<file path="src/rtl/rcma_pkg.sv">
`timescale 1ns / 1ps
`default_nettype none
package rcma_pkg;

   localparam int unsigned WORD_W      = 32;
   localparam int unsigned WIDE_W      = 64;
   localparam int unsigned REG_COUNT   = 4;
   localparam int unsigned LIMB_W      = 2;
   localparam int unsigned STEPS_PER_STAGE = 2;
   localparam int unsigned RED_STAGES  = WIDE_W / STEPS_PER_STAGE;

   typedef enum logic [2:0] {
      OP_ADD    = 3'd0,
      OP_SUB    = 3'd1,
      OP_MUL    = 3'd2,
      OP_SMUL   = 3'd3,
      OP_NEG    = 3'd4,
      OP_REDUCE = 3'd5
   } op_type;

   // one item inside the remainder pipeline
   typedef struct packed {
      logic [WIDE_W-1:0] x;       // dividend bits not yet consumed, msb first
      logic [WORD_W-1:0] rem;     // partial remainder, below m whenever m is nonzero
      logic [WORD_W-1:0] m;
      logic              negfix;  // result is m - rem when rem is nonzero
      logic              zero;    // force result to zero
      logic              ntt;
      logic              last;
   } red_type;

endpackage
`default_nettype wire

</file>
<file path="src/rtl/rcma_red_stage.sv">
`timescale 1ns / 1ps
`default_nettype none
module rcma_red_stage (
   input  wire                 clock,
   input  wire                 reset,
   input  wire                 en,
   input  wire                 in_valid,
   input  rcma_pkg::red_type   in_data,
   output logic                out_valid,
   output rcma_pkg::red_type   out_data
);

   logic               valid_ff;
   rcma_pkg::red_type  data_ff, data_in;
   logic [rcma_pkg::WORD_W:0] trial;

   // restoring remainder steps, one dividend bit each
   always_comb begin
      data_in = in_data;
      trial   = '0;
      for (int i = 0; i < rcma_pkg::STEPS_PER_STAGE; i++) begin
         trial = {data_in.rem, data_in.x[rcma_pkg::WIDE_W-1]};
         if (trial >= {1'b0, data_in.m}) begin
            trial = trial - {1'b0, data_in.m};
         end
         data_in.rem = trial[rcma_pkg::WORD_W-1:0];
         data_in.x   = {data_in.x[rcma_pkg::WIDE_W-2:0], 1'b0};
      end
   end

   always_ff @(posedge clock) begin
      if (reset) begin
         valid_ff <= 1'b0;
      end else if (en) begin
         valid_ff <= in_valid;
      end
      if (en) begin
         data_ff <= data_in;
      end
   end

   assign out_valid = valid_ff;
   assign out_data  = data_ff;

endmodule
`default_nettype wire
</file>
<file path="config.mk">
export PLATFORM = sky130hd
export DESIGN_NAME = rcma_red_stage
export DESIGN_NICKNAME = d
export VERILOG_FILES = /design/src/rtl/rcma_pkg.sv /design/src/rtl/rcma_red_stage.sv
export SDC_FILE = /design/constraint.sdc
export NUM_CORES = 1
export LEC_CHECK = 0
export ABC_CLOCK_PERIOD_IN_PS = 16550
export BUFFER_PORTS_ARGS = -buffer_cell sky130_fd_sc_hd__buf_2
export CORE_MARGIN = 2
export CORE_UTILIZATION = 45
export CTS_CLUSTER_DIAMETER = 200
export DETAILED_ROUTE_END_ITERATION = 10
export HOLD_SLACK_MARGIN = 0.03
export PLACE_DENSITY = 0.77
export RECOVER_POWER = 100
export SLEW_MARGIN = 20
export SYNTH_ARGS = -nofsm -noshare
export SYNTH_HDL_FRONTEND = slang
export SYNTH_SLANG_ARGS = --single-unit
export TNS_END_PERCENT = 1
</file>
<file path="constraint.sdc">
create_clock -name clock -period 16.55 [get_ports clock]
set_clock_uncertainty 0.2 [all_clocks]
set_input_delay 4.965 -clock clock [delete_from_list [all_inputs] [get_ports clock]]
set_output_delay 4.965 -clock clock [all_outputs]
set_load 0.005 [all_outputs]
</file>
==> run_results.csv, run 1 <==
group,metric,value,unit
placed_design,dpl.hpwl,17600,um
die,die-area,0.0201,mm2
cts,clock-sinks,131,
die,fp.dieW,142,um
outcome,outcome,"finished with violations",
logic_synthesis,yosys.area_share.simple,11.5,%
logic_synthesis,yosysSeqAreaShare,46.0,%
hold_path,worstHoldPathType,"flip-flop to flip-flop",
global_routing,grt-ovfl-total,0,
cells_and_area,layout_commonest_cell,"buf_2",
cells_and_area,nets,1236,
worst_setup_path,worst_path_max_delay_cell,"clkbuf_1",
logic_synthesis,ys_ff_latch,131,
logic_synthesis,synth.mux.area_fraction,7.29,%
die,fp.dieH,142,um
worst_setup_path,worstSetupEndpointType,"flip-flop",
timing,slew_viol_final,195,
cts,postCtsSetupRepairBufs,0,
drt,drc_errors,0,
worst_setup_path,ff2ff_setup_slack,15.72,ns
logic_synthesis,ys_types,84,
cts,cts_buffers,17,
placed_design,place.gp.congestion,0.878,
drt,drt-initial-drc-count,492,
cts,post_cts_resized,0,
logic_synthesis,synthAdderAreaFrac,9.86,%
global_routing,antenna_found_initial,1,
logic_synthesis,synth_edf_count,130,
run,drv_cap,4,
power_and_ir_drop,p_total,1250,uW
worst_setup_path,critPathMostFrequentCell,"a21oi_1",
die,fp.coreArea,0.0186,mm2
cells_and_area,final_cells,1282,
die,core.rowCount,50,
drt,first_pass_iters,5,
drt,wire_per_inst,17.8,um
worst_setup_path,max_stage_delay,1.47,ns
timing,final-setup-viol-count,0,
worst_setup_path,cp_max_fo,43,
timing,grt_setup_unrepaired,"no",
die,pin_count,269,
timing,fmax,75.6,MHz
worst_setup_path,crit_chain,"clkbuf_1, inv_1, ha_1, nor2b_1, o211a_1, o31ai_1, and4b_1, a21o_1, o211ai_4, clkbuf_1, a21oi_1, ha_1, a21o_1, a31oi_4, a21oi_1, or4b_1, o21ai_2, a21oi_1, nor3_1, o21ai_0, buf_4, mux2_1",
logic_synthesis,syn_inst,771,
cells_and_area,area.growth.synth_to_final,22.0,%
placed_design,place_ws,5.33,ns
logic_synthesis,syn-cell-area,0.00853,mm2
global_routing,grt_pass1_wl,34100,um
cts,cts_buffer_depth,2,
logic_synthesis,yosysWarnings,0,
timing,setup_ws,3.32,ns
worst_setup_path,crit_buf_inv,4,
drt,ant_nets,0,
placed_design,dp_cells,1249,
logic_synthesis,syn_area_per_cell,11.1,um2
power_and_ir_drop,vdd_drop_max,0.0692,mV
power_and_ir_drop,leakagePower,0.00442,uW
logic_synthesis,async_flop_share,0,%
global_routing,grt_max_degree,86,
cts,holdBufCountCts,0,
cells_and_area,multi_input_area,0.00417,mm2
worst_setup_path,cp_top_family,"compound AO/OA/AOI/OAI gates",
global_routing,grt_usage,21.9,%
cts,htree_num_levels,4,
worst_setup_path,cp.required,16.51,ns
timing,worstMarginPinSlew,4.36,ns
placed_design,numPortBuffers,266,
timing,finalHoldViolations,0,
cells_and_area,regArea,0.00392,mm2
cts,clkLatencyLatePin,0.42,ns
cells_and_area,final_cell_mix,"buf_2, edfxtp_1, clkbuf_1",
worst_setup_path,cp.arrival,13.19,ns
logic_synthesis,synthXorXnorAreaFrac,5.03,%
timing,finalCritPeriodShare,80.0,%
worst_setup_path,cp-start-kind,"input pin",
drt,wl,22800,um
logic_synthesis,synth_compound_area_share,16.1,%
worst_setup_path,critical_path_class,"input pin to flip-flop",
drt,vias,6990,
drt,routed_via_density,5.45,
global_routing,grt_pass1_vias,6644,
cts,cts_tree,"built",
outcome,violations,"capacitance limit, slew limit",
cells_and_area,fill_cells,1692,
timing,maxSlewHeadroom,-191,%
cells_and_area,drive_gt1_share,22.9,%
cts,ctsRootBufferMaster,"clkbuf_16",
logic_synthesis,synth_flop_cell,"edfxtp_1",
logic_synthesis,synth_top_family_by_area,"compound AO/OA/AOI/OAI gates",
timing,fin_crit,13.23,ns
die,initial_utilization,45.7,%
cts,clk_pin_slew,0.06,ns
cells_and_area,final_core_util,55.8,%
power_and_ir_drop,p_per_area,120,mW/mm2
timing,tns,0,ns
[kinds of logic (layout without fill, tap and decap cells)]
logic type / after synthesis / count (layout)
other: 1 / 3
multiplexers: 48 / 48
adder cells (fa/ha/maj): 66 / 66
XOR/XNOR: 49 / 49
flip-flops: 131 / 131
AND/OR/NAND/NOR: 188 / 188
buffers and inverters: 83 / 358
AO/OA/AOI/OAI: 205 / 205
[through the flow]
stage | hold WS [ns] | area, um2
floorplan | 0.285 | 8530
global placement | 0.279 | 10000
detailed placement | 0.305 | 10000
CTS | 0.320 | 10600
global route | 0.404 | 10400
finish | 0.308 | 10400
[tightest hold or removal path: cells and delay by family, from the launching register on]
family,cells,cell delay [ns]
and+or+nand+nor,1,0.08
DFF,1,0.33
muxes,1,0.07
[synth_stat cells, drive strengths merged (18+ instances only)]
master    n  area share [%]
edfxtp  130              46
a21oi    73             4.4
ha       64             9.4
nor2     59             2.7
inv      57             2.5
mux2     38             6.1
xnor2    36             3.7
o21ai    32             2.1
nand2    31             1.4
a21o     22             1.9
nand3    18             1.1
[area by class of cell]
type                       count  area share, %
clock inverter                14           1.38
inverter                      57           2.06
antenna                        1         0.0241
tap                          234           2.81
timing repair buffer         269           11.8
clock buffer                  18           4.13
multi-input combinational    558           40.1
sequential                   131           37.7
[routing by layer]
layer / track usage, % / wire length [um] / up-vias
met2: 38.7 / 11500 / 250
li1: - / - / 3435
met3: 5.30 / 1390 / 28
met1: 26.6 / 9620 / 3277
met4: 6.37 / 304 / 0
met5: 0 / 0 / -
[flip-flops by register name, summed over array words and instances (netlist names)]
signal / flops
out_valid: 1
out_data: 130
[power by group]
part	leakage [uW]	internal (uW)	switching, uW	total (uW)
clock network	0.000269	212	160	372
logic	0.00287	197	235	431
registers	0.00128	430	12.6	443
[worst paths after layout]
check / start / end / cells past startpoint
setup reg to reg: out_valid / out_valid / 2
hold reg to reg: out_valid / out_valid / 2
hold / removal: out_valid / out_valid / 2
setup / recovery: in_data[5] / out_data[60] / 22
No activity file was read; power rests on OpenSTA's default activity.
==> inputs of run 2 (changes only) <==
Settings changed: ABC_CLOCK_PERIOD_IN_PS 16550 to 12500.
Clock period 16.55 ns to 12.5 ns, I/O delays scaled along.
==> run 2 against run 1 <==
Against the previous run: the flow still finishes with violations (capacitance limit, slew limit); via count is 0.29% higher; critical path depth stayed put; first-iteration DRC count is 12% higher; non-clock buffer count unchanged; sequential power is 32% higher; final cell count up 0.39%; register-to-register slack got worse by 4.0 ns; global-route usage grew 0.35 points; core utilization rose by 0.074 points; clock-buffer cell count down 1; hold slack got worse by 0.015 ns; largest cell class unchanged; highest routed layer unchanged.
==> run_results.csv, run 2 (synthesized netlist as in run 1, its figures left out) <==
group,metric,value,unit
cts,cts_buffer_depth,2,
cells_and_area,fill_cells,1699,
worst_setup_path,cp_max_fo,30,
power_and_ir_drop,p_total,1650,uW
timing,finalCritPeriodShare,83.6,%
cts,cts_buffers,17,
timing,maxSlewHeadroom,-189,%
die,core.rowCount,50,
timing,finalHoldViolations,0,
drt,routed_via_density,5.45,
timing,slew_viol_final,134,
global_routing,met2_usage,40.3,%
timing,final-setup-viol-count,0,
timing,fmax,95.7,MHz
die,pin_count,269,
cts,postCtsSetupRepairBufs,0,
timing,grt_setup_unrepaired,"no",
placed_design,place.gp.congestion,0.881,
worst_setup_path,cp-start-kind,"input pin",
power_and_ir_drop,vdd_drop_max,0.0977,mV
power_and_ir_drop,p_int,1110,uW
power_and_ir_drop,seqPwrFrac,35.6,%
global_routing,grt_usage,22.3,%
worst_setup_path,cp.required,12.46,ns
drt,drt-initial-drc-count,550,
drt,drc_errors,0,
drt,wire_per_inst,17.7,um
cells_and_area,final_cell_mix,"buf_2, edfxtp_1, clkbuf_1",
timing,hold_slack,0.293,ns
global_routing,grt_pass1_wl,34600,um
global_routing,grt_max_degree,86,
global_routing,antenna_found_initial,2,
placed_design,numPortBuffers,266,
die,fp.dieH,142,um
die,fp.dieW,142,um
placed_design,dp_cells,1249,
power_and_ir_drop,p_per_area,158,mW/mm2
cells_and_area,layout_commonest_cell,"buf_2",
cts,clkLatencyLatePin,0.43,ns
power_and_ir_drop,combinationalPowerShare,33.6,%
cts,post_cts_resized,0,
cells_and_area,multi_input_area,0.00415,mm2
power_and_ir_drop,netSwitchingFraction,32.5,%
drt,vias,7010,
outcome,violations,"capacitance limit, slew limit",
global_routing,grtUsageMet1,25.8,%
cells_and_area,area.growth.synth_to_final,22.1,%
global_routing,grt-ovfl-total,0,
drt,wl,22800,um
power_and_ir_drop,leakagePower,0.00438,uW
cells_and_area,drive_gt1_share,22.3,%
hold_path,worstHoldPathType,"flip-flop to flip-flop",
cts,clock-sinks,131,
worst_setup_path,worstSetupEndpointType,"flip-flop",
global_routing,grt_pass1_vias,6821,
die,fp.coreArea,0.0186,mm2
placed_design,dpl.hpwl,17800,um
cells_and_area,final_cells,1287,
cells_and_area,regArea,0.00392,mm2
cells_and_area,largest_register_ffs,130,
power_and_ir_drop,power_frac_clock,30.8,%
timing,fin_crit,10.45,ns
cts,htree_num_levels,4,
power_and_ir_drop,switchingPower,534,uW
cts,ctsRootBufferMaster,"clkbuf_16",
timing,tns,0,ns
cells_and_area,final_core_util,55.9,%
worst_setup_path,cp.arrival,10.41,ns
global_routing,use_met3,5.47,%
cells_and_area,nets,1236,
cts,clk_pin_slew,0.07,ns
die,initial_utilization,45.7,%
drt,first_pass_iters,7,
die,die-area,0.0201,mm2
drt,ant_nets,0,
cts,cts_tree,"built",
worst_setup_path,critical_path_class,"input pin to flip-flop",
outcome,outcome,"finished with violations",
cts,holdBufCountCts,0,
run,drv_cap,2,
timing,worstMarginPinSlew,4.34,ns
global_routing,busiest_layer,"met2",
[run 2: through the flow]
step | cell area (um2) | setup WS (ns)
after global routing | 10400 | 1.50
after CTS | 10600 | 2.72
final | 10400 | 2.05
after detailed placement | 10000 | 2.34
after floorplan | 8530 | 3.75
after global placement | 10000 | 2.51
[run 2: final timing paths]
check | from | to | slack, ns | cells past startpoint
max | in_data[16] | out_data[63] | 2.05 | 22
min | out_valid | out_valid | 0.29 | 2
max reg2reg | out_valid | out_valid | 11.69 | 2
min reg2reg | out_valid | out_valid | 0.29 | 2
[run 2: area by class of cell]
type	instances	share of cell area, %
multi-input combinational	558	39.9
sequential	131	37.7
timing repair buffer	269	11.8
clock buffer	17	4.08
tap	234	2.81
inverter	57	2.05
clock inverter	15	1.61
antenna	6	0.144
[run 2: per-layer routing]
metal | vias up | part of all wire (%)
met5 | - | 0
met4 | 0 | 1.9
met3 | 38 | 7.8
met2 | 280 | 51
met1 | 3267 | 39
li1 | 3425 | -
[run 2: power by group through the flow]
stage / registers, uW / logic, uW / clock network (uW)
after floorplan: 602 / 415 / 0
after global placement: 594 / 592 / 0
after detailed placement: 593 / 601 / 0
after CTS: 585 / 609 / 515
after global routing: 594 / 609 / 531
final: 586 / 553 / 506
[run 2: critical path, cell delays in order]
cell      delay (ns)
buf_2           0.09
inv_1           0.06
ha_1            0.39
nand4_1         0.20
nor3_1          0.26
o31ai_1         0.13
and4b_1         0.27
a21o_1          0.21
o211ai_4        0.69
clkbuf_1        0.90
a21oi_1         0.24
ha_1            0.41
a21o_1          0.20
a21oi_1         0.20
o21a_1          0.16
o31ai_1         0.11
a221oi_1        0.56
a21oi_2         0.13
nor3_1          0.46
o21ai_4         0.30
buf_4           0.31
mux2_1          0.35
==> inputs of run 3 (changes only) <==
Settings changed: ABC_AREA from default to 1, ABC_CLOCK_PERIOD_IN_PS 12500 to 9500, PLACE_DENSITY 0.77 to 0.78.
Clock period 12.5 ns to 9.5 ns, I/O delays scaled along.
==> run 3 against run 2 <==
Against the previous run: hold slack improved by 0.012 ns; clock-buffer cell count increased by 1; area after synthesis increased by 10%; critical path type unchanged; final cell count increased by 38%; largest power group is now combinational cells; worst setup slack got worse by 0.67 ns; the run still ends with capacitance limit, slew limit left; combinational power increased by 39%.
==> run_results.csv, run 3 <==
group,metric,value,unit
cts,cts_buffers,17,
cells_and_area,area.growth.synth_to_final,22.0,%
cts,clkLatencyLatePin,0.40,ns
timing,fin_crit,8.12,ns
power_and_ir_drop,p_total,2220,uW
logic_synthesis,synth_flop_cell,"edfxtp_1",
cells_and_area,nets,1700,
cts,clk_pin_slew,0.06,ns
worst_setup_path,max_stage_delay,1.18,ns
timing,fmax,123,MHz
cells_and_area,largest_register_ffs,130,
hold_path,worstHoldPathType,"flip-flop to flip-flop",
drt,vias,9232,
logic_synthesis,syn_inst,1225,
placed_design,dpl.hpwl,25000,um
logic_synthesis,synthTopCellsByCount,"nand2_1, inv_1, edfxtp_1",
outcome,outcome,"finished with violations",
drt,drt-initial-drc-count,931,
die,die-area,0.0221,mm2
cts,cts_tree,"built",
placed_design,place.gp.congestion,1.01,
power_and_ir_drop,leakagePower,0.00575,uW
die,core.rowCount,52,
power_and_ir_drop,combinationalPowerShare,34.7,%
cells_and_area,final_cells,1781,
die,initial_utilization,46.2,%
timing,worstMarginPinSlew,2.56,ns
cells_and_area,antenna_cells,0,
timing,hold_slack,0.306,ns
power_and_ir_drop,vdd_drop_max,0.126,mV
power_and_ir_drop,seqPwrFrac,34.2,%
power_and_ir_drop,power_frac_clock,31.2,%
timing,slew_viol_final,167,
cts,clock-sinks,131,
placed_design,dp_cells,1749,
drt,wl,30600,um
worst_setup_path,cp-start-kind,"input pin",
global_routing,grt_max_degree,85,
worst_setup_path,cp_max_fo,32,
worst_setup_path,cp.required,9.55,ns
logic_synthesis,syn-cell-area,0.00940,mm2
cts,htree_num_levels,4,
die,pin_count,269,
timing,tns,0,ns
logic_synthesis,yosysWarnings,0,
worst_setup_path,cp.arrival,8.17,ns
global_routing,grt_pass1_wl,46700,um
cts,holdBufCountCts,0,
die,fp.dieH,149,um
power_and_ir_drop,netSwitchingFraction,35.0,%
logic_synthesis,synth_top_cell_by_area,"edfxtp_1",
logic_synthesis,async_flop_share,0,%
run,drv_cap,3,
timing,finalCritPeriodShare,85.5,%
logic_synthesis,ys_ff_latch,131,
cells_and_area,final_cell_mix,"nand2_1, inv_1, buf_2",
drt,ant_nets,0,
cells_and_area,layout_commonest_cell,"nand2_1",
timing,grt_setup_unrepaired,"no",
cells_and_area,fill_cells,1978,
global_routing,antenna_found_initial,0,
logic_synthesis,synth_edf_count,130,
logic_synthesis,synth.most_common_cell,"nand2_1",
worst_setup_path,critPathMostFrequentCell,"nand2_1",
cts,post_cts_resized,0,
drt,routed_via_density,5.18,
worst_setup_path,critPathLaunch,"in_data[8]",
cells_and_area,drive_gt1_share,15.9,%
logic_synthesis,yosysSeqAreaShare,41.7,%
drt,drc_errors,0,
global_routing,grt_usage,27.4,%
logic_synthesis,yosysTopAreaCellShare,41.5,%
cts,ctsRootBufferMaster,"clkbuf_16",
die,fp.dieW,149,um
placed_design,place_ws,2.04,ns
drt,first_pass_iters,6,
logic_synthesis,netlist_top_cells_area,"edfxtp_1, nand2_1, ha_1",
timing,final-setup-viol-count,0,
cts,postCtsSetupRepairBufs,0,
timing,finalHoldViolations,0,
drt,wire_per_inst,17.2,um
timing,setup_ws,1.38,ns
power_and_ir_drop,p_int,1450,uW
hold_path,min_from,"out_valid",
placed_design,numPortBuffers,266,
worst_setup_path,critical_path_class,"input pin to flip-flop",
outcome,violations,"capacitance limit, slew limit",
global_routing,grt-ovfl-total,0,
cts,cts_buffer_depth,2,
power_and_ir_drop,switchingPower,777,uW
logic_synthesis,syn_area_per_cell,7.67,um2
global_routing,grt_pass1_vias,8816,
die,fp.coreArea,0.0204,mm2
worst_setup_path,worst_path_max_delay_cell,"clkbuf_1",
worst_setup_path,worstSetupEndpointType,"flip-flop",
worst_setup_path,r2r-start,"out_valid",
logic_synthesis,ys_types,40,
timing,maxSlewHeadroom,-70.4,%
power_and_ir_drop,p_per_area,194,mW/mm2
## run 3: changes by cell type in the layout (fill, tap and decap cells not counted), sizes merged, moves of 22 or more
cell,previous run,this run
nand2,31,441
inv,65,188
nand3,18,110
mux2,38,0
xnor2,36,2
nor2,59,81
## run 3: final cells by class
cell class | instances | area (um2) | share of cell area [%]
flip-flops and latches | 131 | 3920 | 34.2
well taps | 270 | 338 | 2.95
clock inverters | 14 | 200 | 1.75
clock buffers | 18 | 429 | 3.74
inverters | 186 | 698 | 6.09
repair buffers | 269 | 1230 | 10.7
multi-input cells | 893 | 4640 | 40.5
## run 3: cell families after synthesis
kind of cell	count (synthesis)	share of synthesized area (%)
AOI/OAI and AO/OA	104	6.29
xor gates and xnor gates	27	2.52
buffers and inverters	202	8.85
adders and majority gates	66	8.94
muxes	1	0.106
DFF	131	41.7
and+or+nand+nor	693	31.5
other	1	0.0399
## run 3: final timing paths
path / to / slack, ns / depth (start not counted)
worst max-delay path: out_data[65] / 1.38 / 26
worst min register to register: out_valid / 0.31 / 2
worst min-delay path: out_valid / 0.31 / 2
worst max register to register: out_valid / 8.68 / 2
## run 3: stage by stage
stage          utilization (%)  cell area [um2]
2_1_floorplan                -             9410
3_3_place_gp              53.8            11000
3_5_place_dp              53.8            11000
4_1_cts                   56.9            11600
5_1_grt                   56.3            11500
6_report                  56.3            11500
## run 3: per-layer routing
metal / share of wire (%) / vias up / track usage (%)
li1: - / 4546 / -
met1: 41 / 4202 / 35.5
met2: 49 / 441 / 47.7
met3: 8.4 / 43 / 3.47
met4: 2.5 / 0 / 8.95
met5: 0 / - / 0
## run 3: power by group through the flow
stage / Clock (uW) / Combinational, uW / Sequential, uW
after global placement: 0 / 761 / 767
after CTS: 705 / 771 / 758
final: 693 / 770 / 760
after detailed placement: 0 / 764 / 770
after global routing: 728 / 855 / 768
after floorplan: 0 / 480 / 783
## run 3: worst max-delay path, delay by kind of cell
kind | cells | cell delay [ns]
adders and majority gates | 2 | 0.58
and+or+nand+nor | 17 | 2.16
AOI/OAI and AO/OA | 3 | 1.15
buffers and inverters | 4 | 1.42
